### src/hw/rtl/spfu_pkg.sv
package spfu_pkg;

    localparam logic [2:0] FMT_444 = 3'd3;
    localparam logic [2:0] FMT_565 = 3'd5;
    localparam logic [2:0] FMT_666 = 3'd6;

    localparam logic [2:0] FMT_RESET = FMT_666;

    localparam logic       REG_COLOR_FORMAT = 1'b0;

    localparam int PIXEL_W = 24;

    typedef struct packed {
        logic [1:0]         pos;
        logic [PIXEL_W-1:0] partial;
        logic [PIXEL_W-1:0] carried;
    } t_state;

endpackage

### src/hw/rtl/spfu_unpack.sv
module spfu_unpack import spfu_pkg::*; (
    input  logic [7:0]         i_data_byte,
    input  logic               i_burst_start,
    input  logic [2:0]         i_format,
    input  t_state             i_state,
    output t_state             o_state,
    output logic               o_emit,
    output logic [PIXEL_W-1:0] o_pixel
);

    logic [3:0] lo;
    logic [3:0] hi;
    logic [2:0] count;
    logic [1:0] base;
    logic [2:0] step;
    logic [1:0] pos;

    assign lo    = i_data_byte[3:0];
    assign hi    = i_data_byte[7:4];
    assign count = (i_format == FMT_565) ? 3'd2 : 3'd3;
    assign base  = i_burst_start ? 2'd0 : i_state.pos;
    assign step  = {1'b0, base} + 3'd1;
    assign pos   = (step > count) ? 2'd1 : step[1:0];

    always_comb begin
        o_state     = i_state;
        o_state.pos = pos;
        o_emit      = 1'b0;
        unique case (i_format)
            FMT_444: begin
                if (pos == 2'd1) begin
                    o_state.carried = {hi, 4'b0, lo, 12'b0};
                end else if (pos == 2'd2) begin
                    o_state.partial = i_state.carried | {16'b0, hi, 4'b0};
                    o_state.carried = {lo, 20'b0};
                    o_emit          = 1'b1;
                end else begin
                    o_state.partial = i_state.carried | {8'b0, hi, 4'b0, lo, 4'b0};
                    o_emit          = 1'b1;
                end
            end
            FMT_565: begin
                if (pos == 2'd1) begin
                    o_state.partial = {i_data_byte[7:3], 3'b0, i_data_byte[2:0], 13'b0};
                end else begin
                    o_state.partial = i_state.partial
                                    | {11'b0, i_data_byte[7:5], 2'b0, i_data_byte[4:0], 3'b0};
                    o_emit          = 1'b1;
                end
            end
            FMT_666: begin
                if (pos == 2'd1) begin
                    o_state.partial = {i_data_byte[7:2], 18'b0};
                end else if (pos == 2'd2) begin
                    o_state.partial = i_state.partial | {8'b0, i_data_byte[7:2], 10'b0};
                end else begin
                    o_state.partial = i_state.partial | {16'b0, i_data_byte[7:2], 2'b0};
                    o_emit          = 1'b1;
                end
            end
            default: begin
            end
        endcase
    end

    assign o_pixel = o_state.partial;

endmodule

### src/hw/rtl/spi_pixel_format_unpacker.sv
// Unpacks display RAM write bytes into 24-bit RGB pixels (red 23:16, green 15:8, blue 7:0),
// with components left-aligned in their bytes. One byte is taken in every cycle and a pixel
// appears on the output in the cycle after the byte that completes it; a single output register
// decouples the two sides, so a byte is still taken while a pixel waits, unless that pixel is
// stalled. Set burst start on the first byte after a RAM write command. The colour format
// register (address 0, reset 6) selects 4/4/4, 5/6/5 or 6/6/6; other codes swallow bytes.
module spi_pixel_format_unpacker import spfu_pkg::*; (
    input  logic               i_clk,
    input  logic               i_rst_n,
    input  logic               psel,
    input  logic               penable,
    input  logic               pwrite,
    input  logic [2:0]         paddr,
    input  logic [31:0]        pwdata,
    output logic [31:0]        prdata,
    output logic               pready,
    input  logic               i_valid,
    output logic               o_stall,
    input  logic [7:0]         i_data_byte,
    input  logic               i_burst_start,
    output logic               o_valid,
    input  logic               i_stall,
    output logic [PIXEL_W-1:0] o_pixel_color
);

    logic [2:0]         r_format;
    t_state             r_state;
    t_state             n_state;
    logic               r_out_valid;
    logic [PIXEL_W-1:0] r_pixel;
    logic [PIXEL_W-1:0] n_pixel;
    logic               emit;
    logic               in_acc;
    logic               out_acc;
    logic               cfg_wr;

    assign pready  = 1'b1;
    assign cfg_wr  = psel & penable & pwrite & pready & (paddr[2] == REG_COLOR_FORMAT);
    assign prdata  = (paddr[2] == REG_COLOR_FORMAT) ? {29'b0, r_format} : 32'b0;

    assign o_stall = r_out_valid & i_stall;
    assign in_acc  = i_valid & ~o_stall;
    assign out_acc = r_out_valid & ~i_stall;

    spfu_unpack u_unpack (
        .i_data_byte   (i_data_byte),
        .i_burst_start (i_burst_start),
        .i_format      (r_format),
        .i_state       (r_state),
        .o_state       (n_state),
        .o_emit        (emit),
        .o_pixel       (n_pixel)
    );

    always_ff @(posedge i_clk) begin
        if (!i_rst_n) begin
            r_format    <= FMT_RESET;
            r_state     <= '0;
            r_out_valid <= 1'b0;
        end else begin
            if (cfg_wr) begin
                r_format <= pwdata[2:0];
            end
            if (in_acc) begin
                r_state <= n_state;
            end
            if (in_acc && emit) begin
                r_out_valid <= 1'b1;
            end else if (out_acc) begin
                r_out_valid <= 1'b0;
            end
        end
    end

    always_ff @(posedge i_clk) begin
        if (in_acc && emit) begin
            r_pixel <= n_pixel;
        end
    end

    assign o_valid       = r_out_valid;
    assign o_pixel_color = r_pixel;

    a_pos_nonzero: assert property (@(posedge i_clk) disable iff (!i_rst_n)
        in_acc |=> r_state.pos != 2'd0)
        else $error("byte position left at zero after a request");

    a_pos_565: assert property (@(posedge i_clk) disable iff (!i_rst_n)
        in_acc && r_format == FMT_565 |=> r_state.pos != 2'd3)
        else $error("5/6/5 byte position beyond two");

    a_out_from_req: assert property (@(posedge i_clk) disable iff (!i_rst_n)
        $rose(o_valid) |-> $past(in_acc))
        else $error("pixel appeared without a request");

endmodule

### config.mk
export PLATFORM = sky130hd
export DESIGN_NAME = spi_pixel_format_unpacker
export DESIGN_NICKNAME = d
export VERILOG_FILES = /design/src/hw/rtl/spfu_pkg.sv /design/src/hw/rtl/spfu_unpack.sv /design/src/hw/rtl/spi_pixel_format_unpacker.sv
export SDC_FILE = /design/constraint.sdc
export NUM_CORES = 1
export LEC_CHECK = 0
export ABC_AREA = 0
export BUFFER_PORTS_ARGS = -buffer_cell sky130_fd_sc_hd__buf_2
export CAP_MARGIN = 15
export CORE_MARGIN = 2
export CORE_UTILIZATION = 35
export CTS_CLUSTER_SIZE = 12
export DETAILED_ROUTE_END_ITERATION = 8
export HOLD_SLACK_MARGIN = 0.02
export RECOVER_POWER = 25
export REMOVE_ABC_BUFFERS = 1
export SYNTH_ARGS = -nofsm -noshare
export SYNTH_HDL_FRONTEND = slang
export SYNTH_SLANG_ARGS = --single-unit
### constraint.sdc
create_clock -name i_clk -period 4.05 [get_ports i_clk]
set_input_delay 0.2025 -clock i_clk [delete_from_list [all_inputs] [get_ports i_clk]]
set_output_delay 0.2025 -clock i_clk [all_outputs]
set_load 0.1 [all_outputs]
== Word level (Yosys, flattened, before mapping) ==
Cells that the tools add are included.
Word-level totals
  register bits: 78
  input bits: 51
  output and inout bits: 59
  logic and storage cells: 50
Cells by class
  $add $sub $neg: 1
  magnitude comparators: 1
  equality and inequality tests: 5
  mux-type cells: 18
  bitwise operators: 14
  reduce and logical (&&, ||, !) cells: 5
Operator list (count)
  $mux W24: 7
  $pmux W24 S3: 1
  $or A24 B16 Y24: 2
  $or A24 B8 Y24: 2
  $or A24 B13 Y24: 1
  $and A1 B1 Y1: 6
  $eq A3 B3 Y1 const B: 2
  $mux W1: 6
  $mux W2: 2
  $reduce_bool A2 Y1: 2
  $add A2 B1 Y3 const B: 1
  $eq A3 B2 Y1 const B: 1
  $gt A3 B3 Y1: 1
  $mux W3: 1
  $not A1 Y1: 3
  $reduce_and A3 Y1: 1
  $eq A2 B1 Y1 const B: 1
  $eq A2 B2 Y1 const B: 1
  $pmux W1 S2: 1
  $reduce_or A2 Y1: 1
  $logic_and A1 B1 Y1: 1

== Depth between registers and ports, before layout ==
Gate-level depths: netlist (run 1).
  word-level depth: 10
  mapped depth: 15
  mapped depth without buffers: 11

== Hierarchy ==
A second synthesis (run 1) with hierarchy kept.
Second synthesis, totals
  cells, all modules: 504
  area, all modules: 4653.2 um2
By module, submodules not included
  spi_pixel_format_unpacker: times used 1, cells an instance 297, area each 3251.9 um2, sequential area each 1801.7 um2
  spfu_unpack: times used 1, cells an instance 207, area each 1401.3 um2, sequential area each 0.0 um2

== Least setup slack after synthesis (run 1) ==
OpenSTA, ideal clock, no wires.
  kind: register to register
  from: register r_format[0]
  to: register r_pixel[0], in the netlist o_pixel_color[0] (enable)
  data arrival time: 3.759 ns
  path slack: -0.114 ns
  cell stages (with the launch flop): 14
  buffers on the path: 4
  period minus slack after synthesis: 4.164 ns
  cells stage by stage: dfxtp_1 -> buf_2 -> buf_4 -> nand3b_1 -> ha_1 -> nor2_1 -> a2111oi_0 -> inv_1 -> ha_1 -> buf_2 -> buf_2 -> o22ai_1 -> a21oi_1 -> nor2_1
RTL lines
  from (decl): line spi_pixel_format_unpacker.sv:26  | logic [2:0] r_format;
  from (signal assigned): line spi_pixel_format_unpacker.sv:62  | r_format <= pwdata[2:0];
  to (signal assigned): line spi_pixel_format_unpacker.sv:77  | r_pixel <= n_pixel;
  to (decl): line spi_pixel_format_unpacker.sv:30  | logic [PIXEL_W-1:0] r_pixel;

==> summary.md, run 1 <==
| Metric | Value |
|---|---|
| Status | finished clean |
| Leading area contributor after synthesis | dfxtp_1 |
| First-pass iteration count of the detailed router | 5 |
| Total GRT Usage | 16.03% |
| Mapped Avg Cell Area | 9.606 sq um |
| Commonest non-fill, non-tap cell in the layout | dfxtp_1 |
| Crit share post-route | 88.05% |
| Worst skew pair latency | 0.35 ns |
| DRC errors left | 0 |
| Initial antenna violation count | 0 |
| DP Area | 0.003578 sq mm |
| Cts repair resizes | 0 |
| Initial Util | 36.07% |
| Register area share after synthesis | 44.44% |
| Slew Viols, Final | 0 |
| WHS | 0.06760 ns |
| Min Tclk post-route | 3.566 ns |
| Largest family of logic cells by synthesized area | compound AO/OA/AOI/OAI gates |
| Netlist cell types | 52 |
| Root Driver | clkbuf_8 |
| P_leak | 1.500 nW |
| Total of max-cap violations | 0 |
| Skew final | 0.007905 ns |
| Pin count of the biggest net entering global routing | 30 |
| Clock tree buffer depth | 2 |
| Synth Register Bits | 62 |
| Post-synth EDFFs | 24 |
| Synth Area in Compound Gates | 20.57% |
| Setup crit start kind | register |
| Yosys warns | 0 |
| CP endpoint kind | register |
| Post-synthesis xor/xnor area fraction | 0.2628% |
| Synth Area in Simple Gates | 17.49% |
| Setup Fix Bufs, Post-CTS | 0 |
| Num rows | 35 |
| DP Cell Count | 511 |
| Die W | 101.6 um |
| Kind of critical path | register to register |
| Relative slew slack | 12.80% |
| Area share of the largest cell type after synthesis | 22.82% |
| Antenna diode count | 0 |
| Crit path DAT | 3.79 ns |
| Data required, critical path | 4.27 ns |
| CTS sink count | 62 |
| Routed len/inst | 15.26 um |
| Die area | 0.01032 sq mm |
| Crit-path max FO | 12 |
| CTS tree | yes |
| H-tree levels | 3 |
| Detailed Route WL | 8.043 mm |
| Multiplexer share of the synthesized area | 3.303% |
| CTS clock-pin slew for the worst setup and hold paths | 0.07 ns |
| Detail Route Antenna Nets | 0 |
| Via Count | 2667 |
| CORE AREA | 0.009240 sq mm |
| RSZ-0062 raised after global routing | no |
| Final-report setup violation count | 0 |
| Commonest cells after routing, fill and taps aside | 38 x dfxtp_1, 30 x conb_1, 28 x clkbuf_1, 24 x a21oi_1, 24 x edfxtp_1 |
| Worst Tran Pin Value | 1.308 ns |
| Synth Flop Type | dfxtp_1 |
| Top post-synthesis cells by area | dfxtp_1 23%, edfxtp_1 22%, buf_4 7.4% |
| Max Freq | 280.4 MHz |
| Adder-cell share of the synthesized area | 1.502% |
| First-pass GRT wire length | 12.36 mm |
| Vias in the first global route | 2393 |
| Worst Hold Class | input port to register |
| Total congestion overflow | 0 |
| Synth async-reset ratio | 0% |
| IO Pins | 110 |
| Peak supply drop | 0.0001774 V |
| Detailed Place HPWL | 5.538 mm |
| Setup slack after layout | 0.4838 ns |
| Final hold vios | 0 |
| Synthesized cell area | 0.003333 sq mm |
| Power per cell area | 449.1 mW/mm^2 |
| PortBufs | 48 |
| Setup TNS Final | 0 ns |
| # hold bufs at CTS | 0 |
| CTS buffer count | 9 |
| Die Y | 101.6 um |
| Dpl ws | 0.4773 ns |
| Post-Synthesis Cells | 347 |
| Drt via density | 5.061 |
| Design area | 0.003736 sq mm |
| 1st-iter DRT viols | 150 |
| Share of layout cells above drive strength 1 | 13.57% |
| Final Non-Filler Cells | 527 |
| # nets final | 448 |
| Synth-to-layout area growth | 12.09% |
| GP Congestion | 0.8636 |
-- cells by family after synthesis --
kind of cell	count (synthesis)
fa+ha+maj	4
compound gates	97
flops	62
simple gates	102
buf+inv	68
other cells	2
xor+xnor	1
mux	11
-- layer usage --
layer  wire length (um)  share of wire (%)  track usage [%]  vias up
li1                   -                  -                -     1300
met1               3547                 44            19.90     1262
met2               3885                 48            26.11       94
met3                501                6.2            4.210       11
met4                109                1.4            7.173        0
met5                  0                  0                0        -
-- worst paths after layout --
check | cells past startpoint | slack, ns | end | startpoint
max | 12 | 0.48 | o_pixel_color[4]$_DFFE_PP_ | r_format[1]$_SDFFE_PN1P_
min | 3 | 0.07 | r_format[2]$_SDFFE_PN1P_ | pwdata[2]
max reg2reg | 12 | 0.48 | o_pixel_color[4]$_DFFE_PP_ | r_format[1]$_SDFFE_PN1P_
min reg2reg | 2 | 0.46 | r_state[49]$_SDFFE_PN0P_ | r_state[49]$_SDFFE_PN0P_
-- synthesized netlist by cell type, drive strengths merged, types with 5 or more instances --
library cell and n:
nand3 5, edfxtp 24, a21oi 24, dfxtp 38
a211oi 7, nand2b 6, clkbuf 7, o22ai 9
nor2 21, o21ai 18, inv 16, a32o 8
and2 10, buf 45, and3 9, nand2 21
nor2b 10, mux2i 11
-- flip-flops by register name, summed over array words and instances, names as in the netlist --
register	count
r_format	3
o_valid	1
o_pixel_color	24
r_state	34
-- power by group --
group	internal [W]	total [W]	leakage (nW)	switching [W]
sequential	0.000681	0.000695	0.523	0.0000141
clock	0.000284	0.000542	0.0879	0.000258
combinational	0.0000745	0.000440	0.889	0.000366
total	0.00104	0.00168	1.50	0.000638
-- layout make-up --
| type | instances | area (sq um) |
|---|---|---|
| Clock buffer | 9 | 123.9 |
| Tap cell | 129 | 161.4 |
| Multi-Input combinational cell | 245 | 1553 |
| Clock inverter | 7 | 73.82 |
| Timing Repair Buffer | 59 | 282.8 |
| Fill cell | 964 | 5504 |
| Sequential cell | 62 | 1481 |
| Inverter | 16 | 60.06 |
-- per-stage QoR --
step	power, W	utilization, %
final	0.001678	40.43
after global routing	0.001747	40.43
after CTS	0.001698	40.87
after detailed placement	0.001154	38.73
after global placement	0.001149	38.73
after floorplan	0.001072	-
-- critical path, cell delays in order, from the launching register on --
cell	delay (ns)
dfxtp_1	0.31
nand3b_1	0.32
ha_1	0.38
nor2_1	0.06
a2111oi_0	0.39
buf_4	0.19
inv_1	0.04
ha_1	0.24
buf_4	0.21
and4bb_1	0.65
o2bb2a_1	0.29
o211ai_1	0.23
a21o_1	0.12
Note: power is estimated with default switching activity, not from simulation.
==> run 2, diff against run 1 <==
Settings changed: CORE_ASPECT_RATIO set to 1.4.
==> summary.md, run 2 (synthesized netlist as in run 1, its figures left out) <==
| Metric | Value |
|---|---|
| Internal Power | 0.001244 W |
| Min Tclk post-route | 3.645 ns |
| Net Sw Power | 0.0006339 W |
| CTS clock-pin slew for the worst setup and hold paths | 0.05 ns |
| Detailed Route WL | 8.025 mm |
| Setup TNS Final | 0 ns |
| Hold path depth | 3 |
| Total of max-cap violations | 0 |
| Num rows | 42 |
| Via Count | 2774 |
| WHS | 0.07876 ns |
| CORE AREA | 0.009354 sq mm |
| Crit path buffers/inverters | 3 |
| Switch share | 33.77% |
| RSZ-0062 raised after global routing | no |
| Filler cells | 975 |
| Total GRT Usage | 15.83% |
| Final-report setup violation count | 0 |
| Detail Route Antenna Nets | 0 |
| Commonest cells after routing, fill and taps aside | 38 x dfxtp_1, 31 x clkbuf_1, 30 x conb_1, 24 x a21oi_1, 24 x edfxtp_1 |
| Die area | 0.01033 sq mm |
| CTS tree | yes |
| Clock tree buffer depth | 2 |
| Worst Tran Pin Value | 1.220 ns |
| Share of total power in combinational logic | 23.4% |
| Kind of critical path | register to register |
| Share of layout cells above drive strength 1 | 12.12% |
| CP max stage delay | 0.46 ns |
| Critical path's top delay family | compound AO/OA/AOI/OAI gates |
| Data required, critical path | 4.19 ns |
| R2R setup slack | 0.40 ns |
| Total congestion overflow | 0 |
| Slew Viols, Final | 0 |
| CTS buffer count | 9 |
| RR Endpoint | o_pixel_color[14]$_DFFE_PP_ |
| Flip-flop count of the largest register after layout | 34 |
| Skew final | 0.006096 ns |
| Antenna diode count | 0 |
| Commonest non-fill, non-tap cell in the layout | dfxtp_1 |
| Setup slack after layout | 0.4048 ns |
| Die Y | 119.5 um |
| Reg power frac | 37.2% |
| 1st-iter DRT viols | 183 |
| Synth-to-layout area growth | 13.74% |
| H-tree levels | 3 |
| P_leak | 1.544 nW |
| PortBufs | 48 |
| Final hold vios | 0 |
| Root Driver | clkbuf_16 |
| Initial Util | 35.63% |
| IO Pins | 110 |
| Peak supply drop | 0.0002706 V |
| DRC errors left | 0 |
| # hold bufs at CTS | 0 |
| Detailed Place HPWL | 5.420 mm |
| Worst R2R Path Depth | 12 |
| First-pass iteration count of the detailed router | 7 |
| # nets final | 447 |
| Crit share post-route | 90.01% |
| Setup crit start kind | register |
| Crit-path cells | nand3b_1 -> ha_1 -> nor2_1 -> a2111oi_0 -> buf_4 -> inv_1 -> ha_1 -> buf_4 -> nand4bb_1 -> o22ai_1 -> a211oi_1 -> a221oi_1 |
| Slowest CP cell | nand4bb_1 |
| Die W | 86.48 um |
| Status | finished clean |
| Cts repair resizes | 0 |
| Max Freq | 274.3 MHz |
| Crit-path max FO | 17 |
| Worst reg2reg startpoint | r_format[1]$_SDFFE_PN1P_ |
| Vias in the first global route | 2504 |
| Dpl ws | 0.5101 ns |
| CP Depth | 12 |
| CP endpoint | o_pixel_color[14]$_DFFE_PP_ |
| GP Congestion | 0.8320 |
| Clock network power share | 39.5% |
| Setup Fix Bufs, Post-CTS | 0 |
| CTS sink count | 62 |
| CP endpoint kind | register |
| Routed len/inst | 15.86 um |
| Worst Hold Class | input port to register |
| Worst skew pair latency | 0.33 ns |
| Crit path DAT | 3.78 ns |
| First-pass GRT wire length | 12.49 mm |
| Reg with most FFs | r_state |
| Relative slew slack | 18.69% |
| Initial antenna violation count | 0 |
| Power per cell area | 495.2 mW/mm^2 |
| Pin count of the biggest net entering global routing | 30 |
| Drt via density | 5.482 |
| Crit path launch | r_format[1]$_SDFFE_PN1P_ |
run 2: cell types whose count changed in the layout (fill, tap and decap cells not counted), sizes merged:
cell,previous run,this run
buf,31,30
clkbuf,37,41
clkinvlp,4,0
inv,17,16
run 2: worst min-delay path by stage:
stage,startpoint,endpoint
floorplan,i_rst_n,r_format[1]$_SDFFE_PN1P_
global placement,pwdata[2],r_format[2]$_SDFFE_PN1P_
detailed placement,pwdata[2],r_format[2]$_SDFFE_PN1P_
CTS,pwdata[2],r_format[2]$_SDFFE_PN1P_
global route,pwdata[2],r_format[2]$_SDFFE_PN1P_
finish,pwdata[2],r_format[2]$_SDFFE_PN1P_
run 2: per-layer routing:
layer	routed length (um)	up-vias	track usage (%)
met3	544	23	3.396
met5	0	-	0
met4	248	0	9.082
met2	3976	130	25.67
li1	-	1304	-
met1	3255	1317	19.06
run 2: layout make-up:
| class | count | area, sq um | share of cell area [%] |
|---|---|---|---|
| Clock inverter | 2 | 33.78 | 0.8911 |
| Sequential cell | 62 | 1481 | 39.08 |
| Timing Repair Buffer | 58 | 275.3 | 7.261 |
| Tap cell | 110 | 137.6 | 3.630 |
| Inverter | 16 | 60.06 | 1.584 |
| Multi-Input combinational cell | 245 | 1553 | 40.96 |
| Clock buffer | 13 | 250.2 | 6.601 |
run 2: worst min-delay path: cells and delay by family:
kind / cells / cell delay, ns
multiplexers: 1 / 0.05
buffers and inverters: 1 / 0.07
AND/OR/NAND/NOR: 1 / 0.05
run 2: power groups by stage:
stage / Sequential [W] / Combinational [W] / Clock (W)
after detailed placement: 0.000709 / 0.000443 / 0
after global routing: 0.000700 / 0.000463 / 0.000780
after CTS: 0.000697 / 0.000443 / 0.000757
final: 0.000698 / 0.000438 / 0.000741
after global placement: 0.000708 / 0.000439 / 0
after floorplan: 0.000824 / 0.000248 / 0
run 2: per-stage QoR:
stage	cell area, sq um	power, W	instances	util (%)
after floorplan	3092	0.001072	323	-
after global routing	3791	0.001944	506	40.53
after detailed placement	3547	0.001152	491	37.92
after CTS	3831	0.001898	506	40.96
after global placement	3547	0.001148	491	37.92
final	3791	0.001877	506	40.53
